[src/rtl/ked_pkg.sv]
// ----------------------------------------------------------------------------
// ked_pkg
// Shared widths, register map, event codes and controller/datapath types
// for the key event detector.
// ----------------------------------------------------------------------------
package ked_pkg;

    // Key code and hold counter widths
    localparam int KEY_BITS   = 8;
    localparam int COUNT_BITS = 16;

    // Configuration field widths
    localparam int DOWN_BITS = 8;
    localparam int TICK_BITS = 16;

    // Width that holds both the counter and any tick threshold
    localparam int CMP_BITS = (COUNT_BITS > TICK_BITS) ? COUNT_BITS : TICK_BITS;
    // Width of the wrap reload sum before truncation
    localparam int SUM_BITS = (COUNT_BITS > TICK_BITS + 1) ? COUNT_BITS : TICK_BITS + 1;
    // Bit counter of the remainder unit
    localparam int DIV_CNT_BITS = $clog2(COUNT_BITS + 1);

    // APB register port
    localparam int ADDR_BITS = 4;
    localparam int DATA_BITS = 32;

    // Register indexes (byte address 4*index)
    typedef enum logic [1:0] {
        REG_DOWN_TICKS   = 2'd0,
        REG_PSTART_TICKS = 2'd1,
        REG_PSTEP_TICKS  = 2'd2,
        REG_DWIN_TICKS   = 2'd3
    } reg_index_t;

    // Register reset values
    localparam logic [DOWN_BITS-1:0] DOWN_TICKS_RST   = 8'd2;
    localparam logic [TICK_BITS-1:0] PSTART_TICKS_RST = 16'd100;
    localparam logic [TICK_BITS-1:0] PSTEP_TICKS_RST  = 16'd20;
    localparam logic [TICK_BITS-1:0] DWIN_TICKS_RST   = 16'd30;

    // Event codes
    typedef enum logic [2:0] {
        EV_DOWN    = 3'd0,
        EV_DOUBLE  = 3'd1,
        EV_PSTART  = 3'd2,
        EV_REPEAT  = 3'd3,
        EV_LONGUP  = 3'd4,
        EV_SHORTUP = 3'd5
    } ev_kind_t;

    // Configuration seen by the datapath
    typedef struct packed {
        logic [DOWN_BITS-1:0] down_ticks;
        logic [TICK_BITS-1:0] press_start_ticks;
        logic [TICK_BITS-1:0] press_step_ticks;
        logic [TICK_BITS-1:0] double_window_ticks;
    } cfg_t;

    // Controller to datapath commands
    typedef struct packed {
        logic load_key;
        logic commit;
        logic div_start;
        logic div_step;
        logic out_load;
        logic out_repeat;
    } dp_cmd_t;

    // Datapath to controller status
    typedef struct packed {
        logic need_div;
        logic has_event;
        logic div_done;
        logic rem_zero;
    } dp_status_t;

endpackage

[src/rtl/ked_if.sv]
// ----------------------------------------------------------------------------
// ked_if
// Valid/ready channel interfaces: scan ticks in, key events out.
// ----------------------------------------------------------------------------
interface ked_key_if
    import ked_pkg::*;
    ();
    logic                valid;
    logic                ready;
    logic [KEY_BITS-1:0] key_code;

    modport source (output valid, output key_code, input ready);
    modport sink   (input valid, input key_code, output ready);
endinterface

interface ked_event_if
    import ked_pkg::*;
    ();
    logic                valid;
    logic                ready;
    logic [2:0]          event_kind;
    logic [KEY_BITS-1:0] event_key;

    modport source (output valid, output event_kind, output event_key, input ready);
    modport sink   (input valid, input event_kind, input event_key, output ready);
endinterface

[src/rtl/ked_cfg.sv]
// ----------------------------------------------------------------------------
// ked_cfg
// APB register bank holding the tick thresholds.
// ----------------------------------------------------------------------------
module ked_cfg
    import ked_pkg::*;
(
    input  logic                 clk,
    input  logic                 rst_n,
    input  logic                 psel,
    input  logic                 penable,
    input  logic                 pwrite,
    input  logic [ADDR_BITS-1:0] paddr,
    input  logic [DATA_BITS-1:0] pwdata,
    output logic [DATA_BITS-1:0] prdata,
    output logic                 pready,
    output cfg_t                 cfg
);

    cfg_t       cfg_reg;
    reg_index_t index;
    logic       wr_en;

    assign index  = reg_index_t'(paddr[3:2]);
    assign wr_en  = psel && penable && pwrite;
    assign pready = 1'b1;
    assign cfg    = cfg_reg;

    // Update registers on the APB access phase
    always_ff @(posedge clk or negedge rst_n)
    begin
        if (!rst_n)
        begin
            cfg_reg.down_ticks          <= DOWN_TICKS_RST;
            cfg_reg.press_start_ticks   <= PSTART_TICKS_RST;
            cfg_reg.press_step_ticks    <= PSTEP_TICKS_RST;
            cfg_reg.double_window_ticks <= DWIN_TICKS_RST;
        end
        else if (wr_en)
        begin
            case (index)
                REG_DOWN_TICKS:   cfg_reg.down_ticks          <= pwdata[DOWN_BITS-1:0];
                REG_PSTART_TICKS: cfg_reg.press_start_ticks   <= pwdata[TICK_BITS-1:0];
                REG_PSTEP_TICKS:  cfg_reg.press_step_ticks    <= pwdata[TICK_BITS-1:0];
                REG_DWIN_TICKS:   cfg_reg.double_window_ticks <= pwdata[TICK_BITS-1:0];
                default:          cfg_reg <= cfg_reg;
            endcase
        end
    end

    // Return the addressed register
    always_comb
    begin
        case (index)
            REG_DOWN_TICKS:   prdata = DATA_BITS'(cfg_reg.down_ticks);
            REG_PSTART_TICKS: prdata = DATA_BITS'(cfg_reg.press_start_ticks);
            REG_PSTEP_TICKS:  prdata = DATA_BITS'(cfg_reg.press_step_ticks);
            REG_DWIN_TICKS:   prdata = DATA_BITS'(cfg_reg.double_window_ticks);
            default:          prdata = '0;
        endcase
    end

endmodule

[src/rtl/ked_ctrl.sv]
// ----------------------------------------------------------------------------
// ked_ctrl
// Sequencer: takes a tick, evaluates it, runs the repeat remainder check
// when needed and loads the output register.
// ----------------------------------------------------------------------------
module ked_ctrl
    import ked_pkg::*;
(
    input  logic       clk,
    input  logic       rst_n,
    input  logic       in_valid,
    output logic       in_ready,
    output logic       out_valid,
    input  logic       out_ready,
    input  dp_status_t status,
    output dp_cmd_t    cmd
);

    typedef enum logic [1:0] {
        S_IDLE,
        S_EVAL,
        S_DIV
    } state_t;

    state_t state_reg;
    state_t state_next;
    logic   out_valid_reg;
    logic   out_valid_next;
    logic   slot_free;

    assign slot_free = !out_valid_reg || out_ready;
    assign in_ready  = (state_reg == S_IDLE);
    assign out_valid = out_valid_reg;

    // Next state and datapath commands
    always_comb
    begin
        cmd        = '0;
        state_next = state_reg;
        case (state_reg)
            S_IDLE:
            begin
                if (in_valid)
                begin
                    cmd.load_key = 1'b1;
                    state_next   = S_EVAL;
                end
            end
            S_EVAL:
            begin
                if (status.need_div)
                begin
                    cmd.commit    = 1'b1;
                    cmd.div_start = 1'b1;
                    state_next    = S_DIV;
                end
                else if (status.has_event)
                begin
                    // hold the tick until the output register is free
                    if (slot_free)
                    begin
                        cmd.commit   = 1'b1;
                        cmd.out_load = 1'b1;
                        state_next   = S_IDLE;
                    end
                end
                else
                begin
                    cmd.commit = 1'b1;
                    state_next = S_IDLE;
                end
            end
            S_DIV:
            begin
                if (!status.div_done)
                begin
                    cmd.div_step = 1'b1;
                end
                else if (!status.rem_zero)
                begin
                    state_next = S_IDLE;
                end
                else if (slot_free)
                begin
                    cmd.out_load   = 1'b1;
                    cmd.out_repeat = 1'b1;
                    state_next     = S_IDLE;
                end
            end
            default:
            begin
                state_next = S_IDLE;
            end
        endcase
    end

    // Set the output valid on load, drop it when the request is taken
    always_comb
    begin
        if (cmd.out_load)
            out_valid_next = 1'b1;
        else if (out_ready)
            out_valid_next = 1'b0;
        else
            out_valid_next = out_valid_reg;
    end

    // Hold state and registered outputs
    always_ff @(posedge clk or negedge rst_n)
    begin
        if (!rst_n)
        begin
            state_reg     <= S_IDLE;
            out_valid_reg <= 1'b0;
        end
        else
        begin
            state_reg     <= state_next;
            out_valid_reg <= out_valid_next;
        end
    end

endmodule

[src/rtl/ked_dp.sv]
// ----------------------------------------------------------------------------
// ked_dp
// Datapath: key and hold state, threshold decisions, bit-serial remainder
// unit for the repeat step and the output register.
// ----------------------------------------------------------------------------
module ked_dp
    import ked_pkg::*;
(
    input  logic                clk,
    input  logic                rst_n,
    input  cfg_t                cfg,
    input  dp_cmd_t             cmd,
    input  logic [KEY_BITS-1:0] key_code,
    output dp_status_t          status,
    output ev_kind_t            event_kind,
    output logic [KEY_BITS-1:0] event_key
);

    // Tick and state registers
    logic [KEY_BITS-1:0]     key_reg;
    logic [COUNT_BITS-1:0]   hold_count_reg;
    logic [COUNT_BITS-1:0]   hold_count_next;
    logic [KEY_BITS-1:0]     previous_key_reg;
    logic [KEY_BITS-1:0]     previous_key_next;
    logic [KEY_BITS-1:0]     double_key_reg;
    logic [KEY_BITS-1:0]     double_key_next;
    logic [TICK_BITS-1:0]    double_remaining_reg;
    logic [TICK_BITS-1:0]    double_remaining_next;

    // Remainder unit
    logic [COUNT_BITS-1:0]   div_dvd_reg;
    logic [TICK_BITS-1:0]    div_rem_reg;
    logic [DIV_CNT_BITS-1:0] div_cnt_reg;
    logic [TICK_BITS:0]      div_trial;
    logic [TICK_BITS:0]      div_sub;

    // Output register
    ev_kind_t                out_kind_reg;
    logic [KEY_BITS-1:0]     out_key_reg;

    // Evaluation terms
    logic [COUNT_BITS-1:0]   hold_inc;
    logic [TICK_BITS-1:0]    dr_dec;
    logic                    key_match;
    logic [CMP_BITS-1:0]     hold_inc_x;
    logic [CMP_BITS-1:0]     hold_x;
    logic [CMP_BITS-1:0]     down_x;
    logic [CMP_BITS-1:0]     start_x;
    logic [CMP_BITS-1:0]     over_start;
    logic [SUM_BITS-1:0]     reload_sum;
    logic                    ev_valid;
    ev_kind_t                ev_kind;
    logic [KEY_BITS-1:0]     ev_key;
    logic                    need_div;

    assign hold_inc   = hold_count_reg + COUNT_BITS'(1);
    assign dr_dec     = (double_remaining_reg != '0) ?
                        double_remaining_reg - TICK_BITS'(1) : '0;
    assign key_match  = (key_reg != '0) && (key_reg == previous_key_reg);
    assign hold_inc_x = CMP_BITS'(hold_inc);
    assign hold_x     = CMP_BITS'(hold_count_reg);
    assign down_x     = CMP_BITS'(cfg.down_ticks);
    assign start_x    = CMP_BITS'(cfg.press_start_ticks);
    assign over_start = hold_inc_x - start_x;
    assign reload_sum = SUM_BITS'(cfg.press_start_ticks) + SUM_BITS'(cfg.press_step_ticks);

    // Decide the next state and the event of this tick
    always_comb
    begin
        hold_count_next       = hold_count_reg;
        previous_key_next     = previous_key_reg;
        double_key_next       = double_key_reg;
        double_remaining_next = dr_dec;
        ev_valid              = 1'b0;
        ev_kind               = EV_DOWN;
        ev_key                = key_reg;
        need_div              = 1'b0;
        if (key_match)
        begin
            hold_count_next = hold_inc;
            if (hold_inc == '0)
            begin
                // counter wrapped: reload past the press start
                hold_count_next = reload_sum[COUNT_BITS-1:0];
            end
            else if (hold_inc_x == down_x)
            begin
                ev_valid = 1'b1;
                if (dr_dec == '0)
                begin
                    double_key_next       = previous_key_reg;
                    double_remaining_next = cfg.double_window_ticks;
                end
                else if (double_key_reg == previous_key_reg)
                begin
                    double_key_next       = '0;
                    double_remaining_next = '0;
                    ev_kind               = EV_DOUBLE;
                end
            end
            else if (hold_inc_x == start_x)
            begin
                ev_valid = 1'b1;
                ev_kind  = EV_PSTART;
            end
            else if (hold_inc_x > start_x)
            begin
                need_div = (cfg.press_step_ticks != '0);
            end
        end
        else
        begin
            hold_count_next = '0;
            if (hold_x >= start_x)
            begin
                ev_valid = 1'b1;
                ev_kind  = EV_LONGUP;
                ev_key   = previous_key_reg;
            end
            else if (hold_x >= down_x)
            begin
                ev_valid = 1'b1;
                ev_kind  = EV_SHORTUP;
                ev_key   = previous_key_reg;
            end
            else
            begin
                previous_key_next = key_reg;
            end
        end
    end

    // Restoring remainder step: shift in one dividend bit, subtract if it fits
    assign div_trial = {div_rem_reg, div_dvd_reg[COUNT_BITS-1]};
    assign div_sub   = div_trial - {1'b0, cfg.press_step_ticks};

    // Capture the tick
    always_ff @(posedge clk)
    begin
        if (cmd.load_key)
            key_reg <= key_code;
    end

    // Commit the tick state
    always_ff @(posedge clk or negedge rst_n)
    begin
        if (!rst_n)
        begin
            hold_count_reg       <= '0;
            previous_key_reg     <= '0;
            double_key_reg       <= '0;
            double_remaining_reg <= '0;
        end
        else if (cmd.commit)
        begin
            hold_count_reg       <= hold_count_next;
            previous_key_reg     <= previous_key_next;
            double_key_reg       <= double_key_next;
            double_remaining_reg <= double_remaining_next;
        end
    end

    // Advance the remainder unit one bit per cycle
    always_ff @(posedge clk or negedge rst_n)
    begin
        if (!rst_n)
        begin
            div_cnt_reg <= '0;
        end
        else if (cmd.div_start)
        begin
            div_cnt_reg <= DIV_CNT_BITS'(COUNT_BITS);
        end
        else if (cmd.div_step)
        begin
            div_cnt_reg <= div_cnt_reg - DIV_CNT_BITS'(1);
        end
    end

    always_ff @(posedge clk)
    begin
        if (cmd.div_start)
        begin
            div_dvd_reg <= over_start[COUNT_BITS-1:0];
            div_rem_reg <= '0;
        end
        else if (cmd.div_step)
        begin
            div_dvd_reg <= {div_dvd_reg[COUNT_BITS-2:0], 1'b0};
            if (div_trial >= {1'b0, cfg.press_step_ticks})
                div_rem_reg <= div_sub[TICK_BITS-1:0];
            else
                div_rem_reg <= div_trial[TICK_BITS-1:0];
        end
    end

    // Load the output register
    always_ff @(posedge clk)
    begin
        if (cmd.out_load)
        begin
            out_kind_reg <= cmd.out_repeat ? EV_REPEAT : ev_kind;
            out_key_reg  <= cmd.out_repeat ? key_reg : ev_key;
        end
    end

    assign status.need_div  = need_div;
    assign status.has_event = ev_valid;
    assign status.div_done  = (div_cnt_reg == '0);
    assign status.rem_zero  = (div_rem_reg == '0);
    assign event_kind       = out_kind_reg;
    assign event_key        = out_key_reg;

endmodule

[src/rtl/key_event_detector.sv]
// ----------------------------------------------------------------------------
// key_event_detector
// Debounced key scan with key down, double click, long press, press repeat
// and release events.
// ----------------------------------------------------------------------------
// Usage:
//   key_in carries one scan tick per request: the key code seen on that tick,
//   zero meaning no key. event_out carries at most one event per tick: its
//   kind (down, double click, press start, press repeat, long up, short up)
//   and the key it refers to. Thresholds are set over the APB port at byte
//   addresses 0, 4, 8 and 12; the user must write them only while no tick is
//   in flight, as the block itself does not enforce this. A tick is captured
//   and then evaluated; when the hold count has passed the press start
//   threshold and the repeat step must be checked, the remainder unit first
//   retires one dividend bit per cycle. One tick is in flight at a time.
//   Events sit in an output register, so the next tick is accepted while an
//   event waits; a tick with an event of its own then waits until that
//   register is taken. Reset clears the hold state, the double-click window
//   and the output valid, and loads the register defaults.
// ----------------------------------------------------------------------------
module key_event_detector
    import ked_pkg::*;
(
    input  logic                 clk,
    input  logic                 rst_n,
    ked_key_if.sink              key_in,
    ked_event_if.source          event_out,
    input  logic                 psel,
    input  logic                 penable,
    input  logic                 pwrite,
    input  logic [ADDR_BITS-1:0] paddr,
    input  logic [DATA_BITS-1:0] pwdata,
    output logic [DATA_BITS-1:0] prdata,
    output logic                 pready
);

    cfg_t       cfg;
    dp_cmd_t    cmd;
    dp_status_t status;
    ev_kind_t   event_kind;

    ked_cfg u_cfg (
        .clk     (clk),
        .rst_n   (rst_n),
        .psel    (psel),
        .penable (penable),
        .pwrite  (pwrite),
        .paddr   (paddr),
        .pwdata  (pwdata),
        .prdata  (prdata),
        .pready  (pready),
        .cfg     (cfg)
    );

    ked_ctrl u_ctrl (
        .clk       (clk),
        .rst_n     (rst_n),
        .in_valid  (key_in.valid),
        .in_ready  (key_in.ready),
        .out_valid (event_out.valid),
        .out_ready (event_out.ready),
        .status    (status),
        .cmd       (cmd)
    );

    ked_dp u_dp (
        .clk        (clk),
        .rst_n      (rst_n),
        .cfg        (cfg),
        .cmd        (cmd),
        .key_code   (key_in.key_code),
        .status     (status),
        .event_kind (event_kind),
        .event_key  (event_out.event_key)
    );

    assign event_out.event_kind = event_kind;

    // A tick is taken only when nothing else is in flight
    a_one_in_flight: assert property (@(posedge clk) disable iff (!rst_n)
        key_in.valid && key_in.ready |=> !key_in.ready)
        else $error("tick accepted while another tick is in flight");

    // Only defined event codes leave the block
    a_event_code: assert property (@(posedge clk) disable iff (!rst_n)
        event_out.valid |-> event_out.event_kind <= EV_SHORTUP)
        else $error("undefined event kind on output");

    // An output load never overwrites an event that is not taken
    a_no_overwrite: assert property (@(posedge clk) disable iff (!rst_n)
        cmd.out_load |-> !event_out.valid || event_out.ready)
        else $error("event overwritten before it was taken");

endmodule

[src/flat_wrapper.sv]
// flat-port wrapper written by rule: the top's interface ports become plain ports
module key_event_detector_flat import ked_pkg::*;
  (clk, rst_n, psel, penable, pwrite, paddr, pwdata, prdata, pready, key_in_valid, key_in_key_code, key_in_ready, event_out_valid, event_out_event_kind, event_out_event_key, event_out_ready);
  ked_key_if key_in_i ();
  ked_event_if event_out_i ();
  input  logic clk;
  input  logic rst_n;
  input  logic psel;
  input  logic penable;
  input  logic pwrite;
  input  logic [ADDR_BITS-1:0] paddr;
  input  logic [DATA_BITS-1:0] pwdata;
  output logic [DATA_BITS-1:0] prdata;
  output logic pready;
  input wire logic [$bits(key_in_i.valid)-1:0] key_in_valid;
  input wire logic [$bits(key_in_i.key_code)-1:0] key_in_key_code;
  output wire logic [$bits(key_in_i.ready)-1:0] key_in_ready;
  output wire logic [$bits(event_out_i.valid)-1:0] event_out_valid;
  output wire logic [$bits(event_out_i.event_kind)-1:0] event_out_event_kind;
  output wire logic [$bits(event_out_i.event_key)-1:0] event_out_event_key;
  input wire logic [$bits(event_out_i.ready)-1:0] event_out_ready;
  assign key_in_i.valid = key_in_valid;
  assign key_in_i.key_code = key_in_key_code;
  assign key_in_ready = key_in_i.ready;
  assign event_out_valid = event_out_i.valid;
  assign event_out_event_kind = event_out_i.event_kind;
  assign event_out_event_key = event_out_i.event_key;
  assign event_out_i.ready = event_out_ready;
  key_event_detector u_core (.clk(clk), .rst_n(rst_n), .key_in(key_in_i), .event_out(event_out_i), .psel(psel), .penable(penable), .pwrite(pwrite), .paddr(paddr), .pwdata(pwdata), .prdata(prdata), .pready(pready));
endmodule
[config.mk]
export PLATFORM = sky130hd
export DESIGN_NAME = key_event_detector_flat
export DESIGN_NICKNAME = d
export VERILOG_FILES = /design/src/rtl/ked_pkg.sv /design/src/rtl/ked_if.sv /design/src/rtl/ked_cfg.sv /design/src/rtl/ked_ctrl.sv /design/src/rtl/ked_dp.sv /design/src/rtl/key_event_detector.sv /design/src/flat_wrapper.sv
export SDC_FILE = /design/constraint.sdc
export NUM_CORES = 1
export LEC_CHECK = 0
export BUFFER_PORTS_ARGS = -buffer_cell sky130_fd_sc_hd__buf_2
export CORE_ASPECT_RATIO = 0.9
export CORE_UTILIZATION = 28
export CTS_BUF_LIST = sky130_fd_sc_hd__clkbuf_8
export DETAILED_ROUTE_END_ITERATION = 8
export GPL_ROUTABILITY_DRIVEN = 0
export GPL_TIMING_DRIVEN = 0
export SKIP_LAST_GASP = 1
export SLEW_MARGIN = 40
export SYNTH_ARGS = -nofsm -noshare
export SYNTH_HDL_FRONTEND = slang
export SYNTH_SLANG_ARGS = --single-unit
[constraint.sdc]
create_clock -name clk -period 6 [get_ports clk]
set_input_delay 0.3 -clock clk [delete_from_list [all_inputs] [get_ports clk]]
set_output_delay 0.3 -clock clk [all_outputs]
set_load 0.01 [all_outputs]
======== Word level (Yosys, flattened, before mapping) ========
Cells that the tools add are included.
word-level totals
  bits in registers ....................... 163
  input bits .............................. 51
  output and inout bits ................... 46
  logic and storage cells ................. 127
operators by class
  add/subtract/negate cells ............... 6
  $lt $le $gt $ge ......................... 4
  eq/ne operators ......................... 11
  multiplexer cells ....................... 64
  bitwise gates (word level) .............. 2
  reduce and logical (&&, ||, !) cells .... 24
operator list
  cell                   count
  $mux 16                11
  $pmux 32 s4            1
  $logic_not 16->1       3
  $mux 8                 6
  $reduce_bool 16->1     2
  $sub 16x16->16         2
  $mux 1                 26
  $mux 2                 11
  $ge 17x16->1           1
  $add 16x1->16 const B  1
  $add 16x16->16         1
  $eq 16x16->1           1
  $eq 16x8->1            1
  $eq 8x8->1             2
  $ge 16x16->1           1
  $ge 16x8->1            1
  $gt 16x16->1           1
  $sub 16x1->16 const B  1
  $mux 3                 5
  $reduce_and 2->1       6
  $mux 5                 2
  $reduce_bool 8->1      1
  $eq 2x2->1 const B     3
  $pmux 2 s3             1
  12 further kinds       20

======== Logic depth before layout (Yosys ltp) ========
Gate-level depths: netlist of the first run.
  depth after elaboration ................. 10
  depth in mapped cells ................... 18
  depth with buffers taken out ............ 14

======== Modules after synthesis ========
From an unflattened synthesis of the first run, not the netlist that was laid out.
unflattened totals
  cell total of the unflattened synthesis .. 1149
  area, all modules ....................... 11611.1 um2
by module, submodules not included
  module    times used  cells an instance  area an instance (um2)  seq. area each (um2)
  ked_dp    1           944                8585.7                  2697.6
  ked_cfg   1           170                2715.1                  1413.9
  ked_ctrl  1           35                 310.3                   75.1

======== Least setup slack after synthesis of the first run ========
No wires, ideal clock.
  path kind ............................... register to register
  start ................................... register u_core.u_dp.hold_count_reg[1]
  end ..................................... register u_core.u_dp.div_dvd_reg[0], enable pin
  arrival ................................. 3.798 ns
  path slack .............................. 1.838 ns
  stages on the path, launching flop included .. 18
  period minus slack after synthesis ...... 4.162 ns
  cells stage by stage .................... dfrtp_1 > ha_1 > clkbuf_1 > and4_1 > buf_2 > nand2_1 > xnor2_1 > ha_1 > o21a_1 > a21oi_1 > o21ai_0 > a21oi_1 > nor3_1 > o221ai_1 > or2_2 > clkbuf_1 > clkbuf_1 > nand2_1
on the way
  word-level cells in the longest chain between the ends .. 10
  elaborated cells on any way between the ends .. 13
  classes of those cells .................. add/sub: 1; order compare: 1; eq/ne: 2; mux: 7; reduce/logical: 2
RTL lines
  element                          line            RTL
  from (decl)                      ked_dp.sv:21    logic [COUNT_BITS-1:0] hold_count_reg;
  from (signal assigned)           ked_dp.sv:156   hold_count_reg <= hold_count_next;
  $add 16x1->16 (*)                ked_dp.sv:56    assign hold_inc = hold_count_reg + COUNT_BITS'(1);
  $gt 16x16->1                     ked_dp.sv:106   else if (hold_inc_x > start_x)
  $mux 1                           ked_dp.sv:106
  $mux 1                           ked_dp.sv:101   else if (hold_inc_x == start_x)
  $mux 1                           ked_dp.sv:86    else if (hold_inc_x == down_x)
  $mux 1 (*)                       ked_dp.sv:81    if (hold_inc == '0)
  $mux 1 (*)                       ked_dp.sv:78    if (key_match)
  $mux 1 (*)                       ked_ctrl.sv:51  if (status.need_div)
  $mux 2 (*)                       ked_ctrl.sv:40  case (state_reg)
  $reduce_bool 2->1 (no line) (*)  -
  to (signal assigned)             ked_dp.sv:184   div_dvd_reg <= over_start[COUNT_BITS-1:0];
  to (signal assigned)             ked_dp.sv:189   div_dvd_reg <= {div_dvd_reg[COUNT_BITS-2:0], 1'b0};
  to (decl)                        ked_dp.sv:31    logic [COUNT_BITS-1:0] div_dvd_reg;
Mark *: on every way between the ends. The rest lies on a longest branch, timed or not.
A chain may end at the register's enable or synchronous reset.

======== Worst setup path in the final report of the first run ========
  start ................................... register u_core.u_dp.hold_count_reg[1]
  end ..................................... register u_core.u_dp.div_dvd_reg[15], enable pin
The elaborated chain is that of the path after synthesis.

==> out/metrics.cfg, run 1 <==
[status]
status=completed

[cells_and_area]
syn_to_final_growth_pct=14.6
layout_common_cells=137 x nand2_1, 108 x o21ai_0, 102 x dfrtp_1
fin_util=0.328
drive_above_1_share=0.146
finalNetCount=1487
layout_commonest_cell=nand2_1
fill_cells=4157
largest_reg_flops=56

[drt]
drtIter0Drc=987
wire_per_inst_um=18.2
first_pass_iters=6
drt_wl_total_um=34600
vias_per_cell=5.24
drtAntennaViolNets=0
remaining_drc_errors=0
vias=9955

[synth]
yosysWarnings=0
yosysSeqAreaShare=0.368
async_reset_ff_frac=0.687
ys.flop_type=dfrtp_1
synth_compound_area_frac=0.174
synth_xor_xnor_area_share=0.0570
yosys.area_share.adder=0.0922
synth-seq-cells=163
syn_area_um2=11400
muxShareOfSynthArea=0.0770
synth-edff-count=35
synth_cell_types=82
yosys.area_share.simple=0.174
synth_top_family_by_area=compound AO/OA/AOI/OAI gates
avgSynthCellArea_um2=9.12
syn_inst=1247

[cts]
clkTransAtPathRegs_ns=0.10
tritoncts=built
h-tree-depth=4
cts_setup_buffers=0
clockBufferDepth=2
post_cts_resized=0
clk-insertion-delay-late_ns=0.51
clock-sinks=163
cts_made_buffers=17
cts-root-buf=clkbuf_8

[global_route]
grt_max_degree=71
antenna_found_initial=0
grt_usage=0.169
grt_pass1_wl_um=53800
overflow=0
grt_pass1_vias=9149

[timing]
fin_worst_skew_ns=0.0227
max_slew_margin=0.511
setup_tns_ns=0
fin_crit_sh=0.919
max_freq_ghz=0.181
fin_crit_ns=5.51
setup_viol=0
setup_slack_ns=0.488
tightest_slew_ns=0.731
hold_violations=0
rsz0062_at_grt=false
maxSlewViolCount=0

[power]
clkPwrFrac=0.240
p_leak_uw=0.00568
pwr-share-comb=0.374
intPower_uw=2390
seqPwrFrac=0.386
swShare=0.404
power.density_nw_per_um2=308
p_sw_uw=1620
peakVddDrop_uv=224

[die]
num_rows=69
start_util=0.286
die_area_um2=41400
ios=97
coreArea_um2=39700
chipWidth_um=214
chipHeight_um=193

[worst_setup_path]
cp.required_ns=6.09
cpLargestDelayFamily=compound AO/OA/AOI/OAI gates
crit_chain=ha_1 -> clkbuf_1 -> and4_1 -> buf_2 -> nand2_1 -> xnor2_1 -> ha_1 -> o21a_1 -> a21oi_1 -> o21ai_0 -> a21oi_1 -> nor3_1 -> o221ai_1 -> or2_2 -> clkbuf_1 -> clkbuf_1 -> nand2_1
cpMostUsedCell=clkbuf_1
arrival_ns=5.60
cp_max_fo=16
crit_buf_inv=4
path_class=reg2reg
endpoint_kind=flop
critPathMaxStageDelay_ns=0.53
cp-start-kind=flop
slowest_stage=nand2_1

[placement]
hpwl_um=26900
place_ws_ns=0.714
io_buffers=60

[hold_path]
min_path_type=in2reg

[job]
drv_cap=0

[final timing paths]
kind	from	end	slack [ns]	cells after the start
max	u_core.u_dp.hold_count_reg[1]	u_core.u_dp.div_dvd_reg[15]	0.49	17
min	pwdata[10]	u_core.u_cfg.cfg[26]	0.04	3
max reg2reg	u_core.u_dp.hold_count_reg[1]	u_core.u_dp.div_dvd_reg[15]	0.49	17
min reg2reg	u_core.u_dp.div_cnt_reg[4]	u_core.u_dp.div_cnt_reg[4]	0.51	2
max in group asynchronous	rst_n	u_core.u_cfg.cfg[20]	4.99	3
min in group asynchronous	rst_n	u_core.u_dp.double_remaining_reg[10]	0.30	2
[worst register-to-register path: stages (launching register included)]
cell and delay, ns:
dfrtp_1 0.52, ha_1 0.21, clkbuf_1 0.26, and4_1 0.24
buf_2 0.21, nand2_1 0.13, xnor2_1 0.31, ha_1 0.35
o21a_1 0.21, a21oi_1 0.13, o21ai_0 0.24, a21oi_1 0.37
nor3_1 0.08, o221ai_1 0.37, or2_2 0.18, clkbuf_1 0.33
clkbuf_1 0.43, nand2_1 0.53
[power groups by stage]
| stage | sequential, uW | clock (uW) | combinational (uW) |
|---|---|---|---|
| 6_report | 1550 | 964 | 1500 |
| 5_1_grt | 1570 | 1020 | 1640 |
| 4_1_cts | 1540 | 989 | 1470 |
| 3_5_place_dp | 1560 | 0 | 1460 |
| 3_3_place_gp | 1560 | 0 | 1430 |
| 2_1_floorplan | 1470 | 0 | 1050 |
[stage by stage]
stage	std cells	power, uW	hold slack (ns)	cell area [um2]
3_5_place_dp	1856	3020	0.237	12500
3_3_place_gp	1854	2990	0.480	12400
2_1_floorplan	1262	2510	0.00441	11400
6_report	1900	4010	0.0375	13000
5_1_grt	1899	4230	0.0264	13000
4_1_cts	1898	4000	0.00467	13000
[cell families (layout without fill, tap and decap cells)]
family | count (synthesis) | count (layout)
AOI/OAI and AO/OA | 306 | 306
other | 2 | 18
adders and majority gates | 82 | 82
DFF | 163 | 163
xor gates and xnor gates | 74 | 74
buffers and inverters | 148 | 253
and+or+nand+nor | 403 | 403
muxes | 69 | 69
[layout make-up]
| type | instances | area, um2 | area share |
|---|---|---|---|
| Multi-Input combinational cell | 951 | 6630 | 0.509 |
| Tap cell | 532 | 666 | 0.0511 |
| Timing Repair Buffer | 73 | 450 | 0.0346 |
| Sequential cell | 163 | 4190 | 0.321 |
| Antenna cell | 1 | 2.50 | 0.000192 |
| Buffer | 69 | 345 | 0.0265 |
| Inverter | 79 | 297 | 0.0228 |
| Clock buffer | 18 | 248 | 0.0190 |
| Clock inverter | 14 | 210 | 0.0161 |
[Yosys cell counts, types with 17 or more instances]
library cell,count,share of area
a21oi_1,50,0.022
dfrtp_1,102,0.22
inv_1,78,0.026
nand3_1,26,0.011
a211oi_1,19,0.013
ha_1,79,0.087
buf_4,20,0.013
xnor2_1,47,0.036
xor2_1,27,0.021
mux2_2,31,0.031
o21ai_0,108,0.048
nor3_1,38,0.017
clkbuf_1,39,0.013
mux2i_1,17,0.015
nor2_1,76,0.025
nand4_1,17,0.0094
nor4_1,23,0.013
nand2_1,137,0.045
a21o_1,17,0.011
edfxtp_1,35,0.092
[timing repair]
| action | in CTS | in global routing |
|---|---|---|
| endpoints found under the hold margin | 52 | 0 |
| endpoints found under the setup margin | 0 | 0 |
| hold buffers | 10 | 0 |
[per-layer routing]
metal	vias up	global-route usage	wire, um	part of all wire
met3	44	0.0271	2310	0.067
met5	-	0	0	0
li1	4712	-	-	-
met4	0	0.0464	591	0.017
met1	4845	0.249	16900	0.49
met2	354	0.253	14800	0.43
Power figures use the tool's default switching activity.
==> run 2, diff against run 1 <==
==> constraint.sdc (replaced) <==
create_clock -name clk -period 6 [get_ports clk]
set_input_delay 0 -clock clk [delete_from_list [all_inputs] [get_ports clk]]
set_output_delay 0 -clock clk [all_outputs]
set_load 0.01 [all_outputs]
==> out/metrics.cfg, run 2 (same netlist as run 1, synthesis figures left out) <==
[timing]
max_freq_ghz=0.181  ; -0.15%
maxSlewViolCount=0  ; unchanged
setup_viol=0  ; unchanged
hold_violations=0  ; unchanged
max_slew_margin=0.464  ; -0.0462
fin_worst_skew_ns=0.0225  ; -0.000203 ns
fin_crit_sh=0.920  ; +0.00135
tightest_slew_ns=0.796  ; +0.0652 ns
rsz0062_at_grt=false
fin_crit_ns=5.52  ; +0.00809 ns
setup_tns_ns=0  ; unchanged

[drt]
wire_per_inst_um=18.1  ; -0.68%
drtAntennaViolNets=0  ; unchanged
drtIter0Drc=1056  ; +7.0%
vias_per_cell=5.21  ; -0.52%
vias=9992  ; +0.37%
remaining_drc_errors=0  ; unchanged
first_pass_iters=5  ; -1
drt_wl_total_um=34700  ; +0.21%

[placement]
hpwl_um=26900  ; unchanged
io_buffers=60  ; unchanged
placedCellCount=1856  ; unchanged
placed_area_um2=12500  ; unchanged

[die]
num_rows=69  ; unchanged
ios=97  ; unchanged
start_util=0.286  ; unchanged
coreArea_um2=39700  ; unchanged
chipHeight_um=193  ; unchanged
chipWidth_um=214  ; unchanged
die_area_um2=41400  ; unchanged

[job]
drv_cap=0  ; unchanged

[cts]
clockBufferDepth=2  ; unchanged
cts-root-buf=clkbuf_8
h-tree-depth=4  ; unchanged
clkTransAtPathRegs_ns=0.10  ; about the same
clock-sinks=163  ; unchanged
post_cts_resized=0  ; unchanged
cts_made_buffers=17  ; unchanged
clk-insertion-delay-late_ns=0.51  ; about the same
tritoncts=built

[global_route]
antenna_found_initial=0  ; unchanged
grt_max_degree=71  ; unchanged
overflow=0  ; unchanged
grt_usage=0.169  ; +0.000515
grt_pass1_wl_um=54000  ; +0.36%
grt_pass1_vias=9196  ; +0.51%

[cells_and_area]
finalNetCount=1504  ; +1.1%
post_layout_nonfiller_instances=1917  ; +0.89%
ff_latch_area_um2=4190  ; unchanged
fill_cells=4148  ; -0.22%
layout_commonest_cell=nand2_1
syn_to_final_growth_pct=16.3
drive_above_1_share=0.145  ; -0.00107
multi_input_area_um2=6630  ; unchanged
stdcell_area_um2=13200  ; +1.4%
largest_reg_flops=56  ; unchanged
layout_common_cells=137 x nand2_1, 108 x o21ai_0, 102 x dfrtp_1

[power]
p_leak_uw=0.00576  ; +1.4%
p_total_uw=4020  ; about the same
power.density_nw_per_um2=304  ; -1.3%
peakVddDrop_uv=237  ; +6.0%

[worst_setup_path]
cp_max_fo=16  ; unchanged
arrival_ns=5.60  ; about the same
path_class=reg2reg
cp.required_ns=6.08  ; about the same
endpoint_kind=flop
cp-start-kind=flop

[hold_path]
min_path_type=in2reg

[status]
status=completed

## run 2: routing by layer
layer,vias to the layer above,global-route usage,share of wire
met5,-,0,0
met4,0,0.0464,0.014
met3,31,0.0271,0.065
met2,360,0.255,0.43
met1,4855,0.249,0.49
li1,4746,-,-
## run 2: final timing paths
kind / slack [ns] / to / start / depth (start not counted)
setup / recovery: 0.48 / u_core.u_dp.div_dvd_reg[15] / u_core.u_dp.hold_count_reg[1] / 17
hold / removal: 0.07 / u_core.u_ctrl.state_reg[1] / key_in_valid / 4
setup reg to reg: 0.48 / u_core.u_dp.div_dvd_reg[15] / u_core.u_dp.hold_count_reg[1] / 17
hold reg to reg: 0.53 / u_core.u_dp.div_cnt_reg[4] / u_core.u_dp.div_cnt_reg[4] / 2
max in group asynchronous: 5.54 / u_core.u_cfg.cfg[2] / rst_n / 3
min in group asynchronous: 0.08 / u_core.u_dp.double_remaining_reg[15] / rst_n / 3
## run 2: report_power, final
| part | internal (uW) | switching, uW |
|---|---|---|
| clock | 479 | 484 |
| sequential | 1320 | 230 |
| combinational | 603 | 902 |
## run 2: critical path: stages, from the launching register on
cell and delay, ns:
dfrtp_1 0.51, ha_1 0.20, clkbuf_1 0.26, and4_1 0.24
buf_2 0.21, nand2_1 0.12, xnor2_1 0.31, ha_1 0.35
o21a_1 0.20, a21oi_1 0.12, o21ai_0 0.23, a21oi_1 0.36
nor3_1 0.09, o221ai_1 0.37, or2_2 0.18, clkbuf_1 0.34
clkbuf_1 0.43, nand2_1 0.55
## run 2: cell type report
type	count	area share
Antenna cell	1	0.000189
Buffer	69	0.0261
Clock buffer	18	0.0187
Clock inverter	14	0.0159
Inverter	79	0.0224
Multi-Input combinational cell	951	0.501
Sequential cell	163	0.317
Tap cell	532	0.0503
Timing Repair Buffer	90	0.0483
## run 2: timing repair
| item | CTS | global route |
|---|---|---|
| setup endpoints to repair | 0 | 0 |
| hold buffers | 27 | 0 |
| hold endpoints to repair | 167 | 0 |
| buffers inserted | 0 | 0 |
## run 2: per-stage QoR
step | util | worst slack, ns | hold WS, ns
5_1_grt | 0.333 | 0.0142 | 0.0653
4_1_cts | 0.333 | 0.666 | 0.00867
6_report | 0.333 | 0.479 | 0.0680
2_1_floorplan | - | 1.84 | -0.296
3_3_place_gp | 0.312 | 0.620 | 0.180
3_5_place_dp | 0.314 | 0.714 | -0.0631
==> run 3, diff against run 2 <==
--- a/config.mk
+++ b/config.mk
@@ -7,8 +7,8 @@
 export LEC_CHECK = 0
 export BUFFER_PORTS_ARGS = -buffer_cell sky130_fd_sc_hd__buf_2
 export CORE_ASPECT_RATIO = 0.9
+export CORE_MARGIN = 2
 export CORE_UTILIZATION = 28
-export CTS_BUF_LIST = sky130_fd_sc_hd__clkbuf_8
 export DETAILED_ROUTE_END_ITERATION = 8
 export GPL_ROUTABILITY_DRIVEN = 0
 export GPL_TIMING_DRIVEN = 0
@@ -16,4 +16,5 @@
 export SLEW_MARGIN = 40
 export SYNTH_ARGS = -nofsm -noshare
 export SYNTH_HDL_FRONTEND = slang
+export SYNTH_HIERARCHICAL = 1
 export SYNTH_SLANG_ARGS = --single-unit
==> out/metrics.cfg, run 3 <==
[timing]
setup_tns_ns=0  ; unchanged
setup_viol=0  ; unchanged
fin_worst_skew_ns=0.0128  ; -0.00962 ns
tightest_slew_ns=0.842  ; +0.0462 ns
fin_crit_sh=0.953  ; +0.0331
maxSlewViolCount=0  ; unchanged
fin_crit_ns=5.72  ; +0.199 ns
max_slew_margin=0.431  ; -0.0333
hold_violations=0  ; unchanged
rsz0062_at_grt=false
max_freq_ghz=0.175  ; -3.5%
hold_ws_ns=0.0614  ; -0.00666 ns

[die]
die_area_um2=43100  ; +4.1%
start_util=0.285  ; -0.00126
coreArea_um2=40700  ; +2.6%
chipWidth_um=219  ; +2.0%
num_rows=70  ; +1.4%
ios=97  ; unchanged
chipHeight_um=197  ; +2.1%

[cells_and_area]
syn_to_final_growth_pct=16.5
drive_above_1_share=0.220  ; +0.0751
layout_common_cells=102 x dfrtp_1, 82 x mux2_2, 81 x inv_1
antennaDiodeCount=0  ; -1
finalNetCount=1404  ; -6.6%
fin_util=0.332  ; -0.000850
post_layout_nonfiller_instances=1824  ; -4.9%
largest_reg_flops=56  ; unchanged
layout_commonest_cell=dfrtp_1

[worst_setup_path]
cp.required_ns=6.36  ; +0.28 ns
cpLargestDelayFamily=simple AND/OR/NAND/NOR gates
cp_max_fo=10  ; -6
path_class=reg2reg
critPathMaxStageDelay_ns=0.67  ; +0.12 ns
arrival_ns=6.08  ; +0.48 ns
crit_chain=ha_1 -> nand3_2 -> nor3_1 -> and3_1 -> xor2_1 -> ha_1 -> nand4_1 -> nor4_2 -> a41oi_1 -> and3_1 -> buf_4 -> inv_1 -> a31oi_1 -> inv_1 -> clkbuf_1 -> clkbuf_1 -> a21oi_1 -> o21ai_0
cp-start-kind=flop
endpoint_kind=flop
slowest_stage=nor4_2
crit_buf_inv=5  ; +1

[cts]
clockBufferDepth=2  ; unchanged
cts-root-buf=clkbuf_16
tritoncts=built
clkTransAtPathRegs_ns=0.07  ; -0.03 ns
clock-sinks=163  ; unchanged
cts_made_buffers=17  ; unchanged
h-tree-depth=4  ; unchanged
cts_setup_buffers=0  ; unchanged
clk-insertion-delay-late_ns=0.45  ; -0.06 ns

[drt]
vias=9312  ; -6.8%
remaining_drc_errors=0  ; unchanged
vias_per_cell=5.11  ; -2.1%
drtAntennaViolNets=0  ; unchanged
drtIter0Drc=881  ; -17%
first_pass_iters=7  ; +2
wire_per_inst_um=17.8  ; -1.9%
drt_wl_total_um=32400  ; -6.6%

[placement]
io_buffers=61  ; +1.7%
hpwl_um=24900  ; -7.6%
placedCellCount=1766  ; -4.8%

[synth]
ys_top_cells_by_count=102 x dfrtp_1, 82 x mux2_2, 81 x inv_1
syn_area_um2=11600  ; +2.1%
synth-edff-count=35  ; unchanged
ys.flop_type=dfrtp_1
synth_top_area_share=0.220  ; -0.00462
synth-seq-cells=163  ; unchanged
yosysMostFrequentCell=dfrtp_1
yosysWarnings=6  ; +6
synth_cell_types=90  ; +9.8%
async_reset_ff_frac=0.687  ; unchanged
yosysTopAreaCell=dfrtp_1
avgSynthCellArea_um2=10.1  ; +11%
yosysSeqAreaShare=0.361  ; -0.00758
ys_top_cells_by_area=dfrtp_1 22%, edfxtp_1 9.1%, ha_1 8.5%
syn_inst=1149  ; -7.9%

[power]
peakVddDrop_uv=205  ; -13%
power.density_nw_per_um2=325  ; +7.0%
p_leak_uw=0.00593  ; +3.1%

[hold_path]
min_path_type=in2async

[global_route]
antenna_found_initial=1  ; +1
grt_usage=0.151  ; -0.0181
grt_max_degree=61  ; -14%
overflow=0  ; unchanged
grt_pass1_vias=8957  ; -2.6%
grt_pass1_wl_um=50700  ; -6.2%

[job]
drv_cap=0  ; unchanged

[status]
status=completed

==> run 3: power by group <==
group	switching [uW]	total [uW]	leakage (uW)	internal (uW)
combinational	931	1690	0.00386	763
sequential	272	1630	0.00180	1360
clock	507	1070	0.000274	559
==> run 3: path summary, 6_finish.rpt <==
kind,to,cells after the start,slack [ns],start
min reg2reg,u_core/u_dp/div_rem_reg[15],2,0.51,u_core/u_dp/div_rem_reg[15]
min,u_core/u_dp/double_remaining_reg[7],2,0.06,rst_n
max in group asynchronous,u_core/u_cfg/cfg[38],3,5.22,rst_n
max,u_core/u_dp/hold_count_reg[8],18,0.28,u_core/u_dp/hold_count_reg[1]
min in group clk,u_core/u_cfg/cfg[44],3,0.06,paddr[3]
max reg2reg,u_core/u_dp/hold_count_reg[8],18,0.28,u_core/u_dp/hold_count_reg[1]
==> run 3: layout make-up <==
cell class,instances,area (um2)
fillers,4134,27200
repair buffers,88,603
clock inverters,13,115
well taps,540,676
flip-flops and latches,163,4190
clock buffers,19,447
plain buffers,67,433
inverters,81,304
multi-input cells,853,6760
==> run 3: timing repair <==
action / 4_1_cts / 5_1_grt
endpoints found under the hold margin: 174 / 0
hold buffers: 26 / 0
resized for setup: 0 / 1
endpoints found under the setup margin: 0 / 2
==> run 3: kinds of logic (layout without fill, tap and decap cells) <==
logic type	after synthesis	after routing	share of synthesized area
muxes	125	125	0.130
and+or+nand+nor	321	321	0.155
DFF	163	163	0.361
xor gates and xnor gates	76	76	0.0609
adders and majority gates	82	82	0.0903
AOI/OAI and AO/OA	232	232	0.139
buffers and inverters	148	268	0.0635
other	2	17	0.000647
==> run 3: per-stage QoR <==
step,worst slack (ns),area (um2),total power [uW]
floorplan,1.70,11700,2760
global placement,0.152,12600,3260
detailed placement,0.453,12700,3300
CTS,0.397,13500,4390
global route,0.0196,13500,4660
finish,0.281,13500,4390
==> run 3: worst register-to-register path, cell delays in order, from the launching register on <==
cell and delay [ns]:
dfrtp_1 0.50, ha_1 0.35, nand3_2 0.17, nor3_1 0.49, and3_1 0.24, xor2_1 0.31
ha_1 0.28, nand4_1 0.19, nor4_2 0.67, a41oi_1 0.23, and3_1 0.29, buf_4 0.14
inv_1 0.04, a31oi_1 0.21, inv_1 0.15, clkbuf_1 0.48, clkbuf_1 0.58, a21oi_1 0.20
o21ai_0 0.12
==> run 3: layer usage <==
metal  GRT usage  share of wire
met5           0              0
met3      0.0251          0.055
met1       0.224           0.50
met2       0.224           0.43
met4      0.0448          0.022
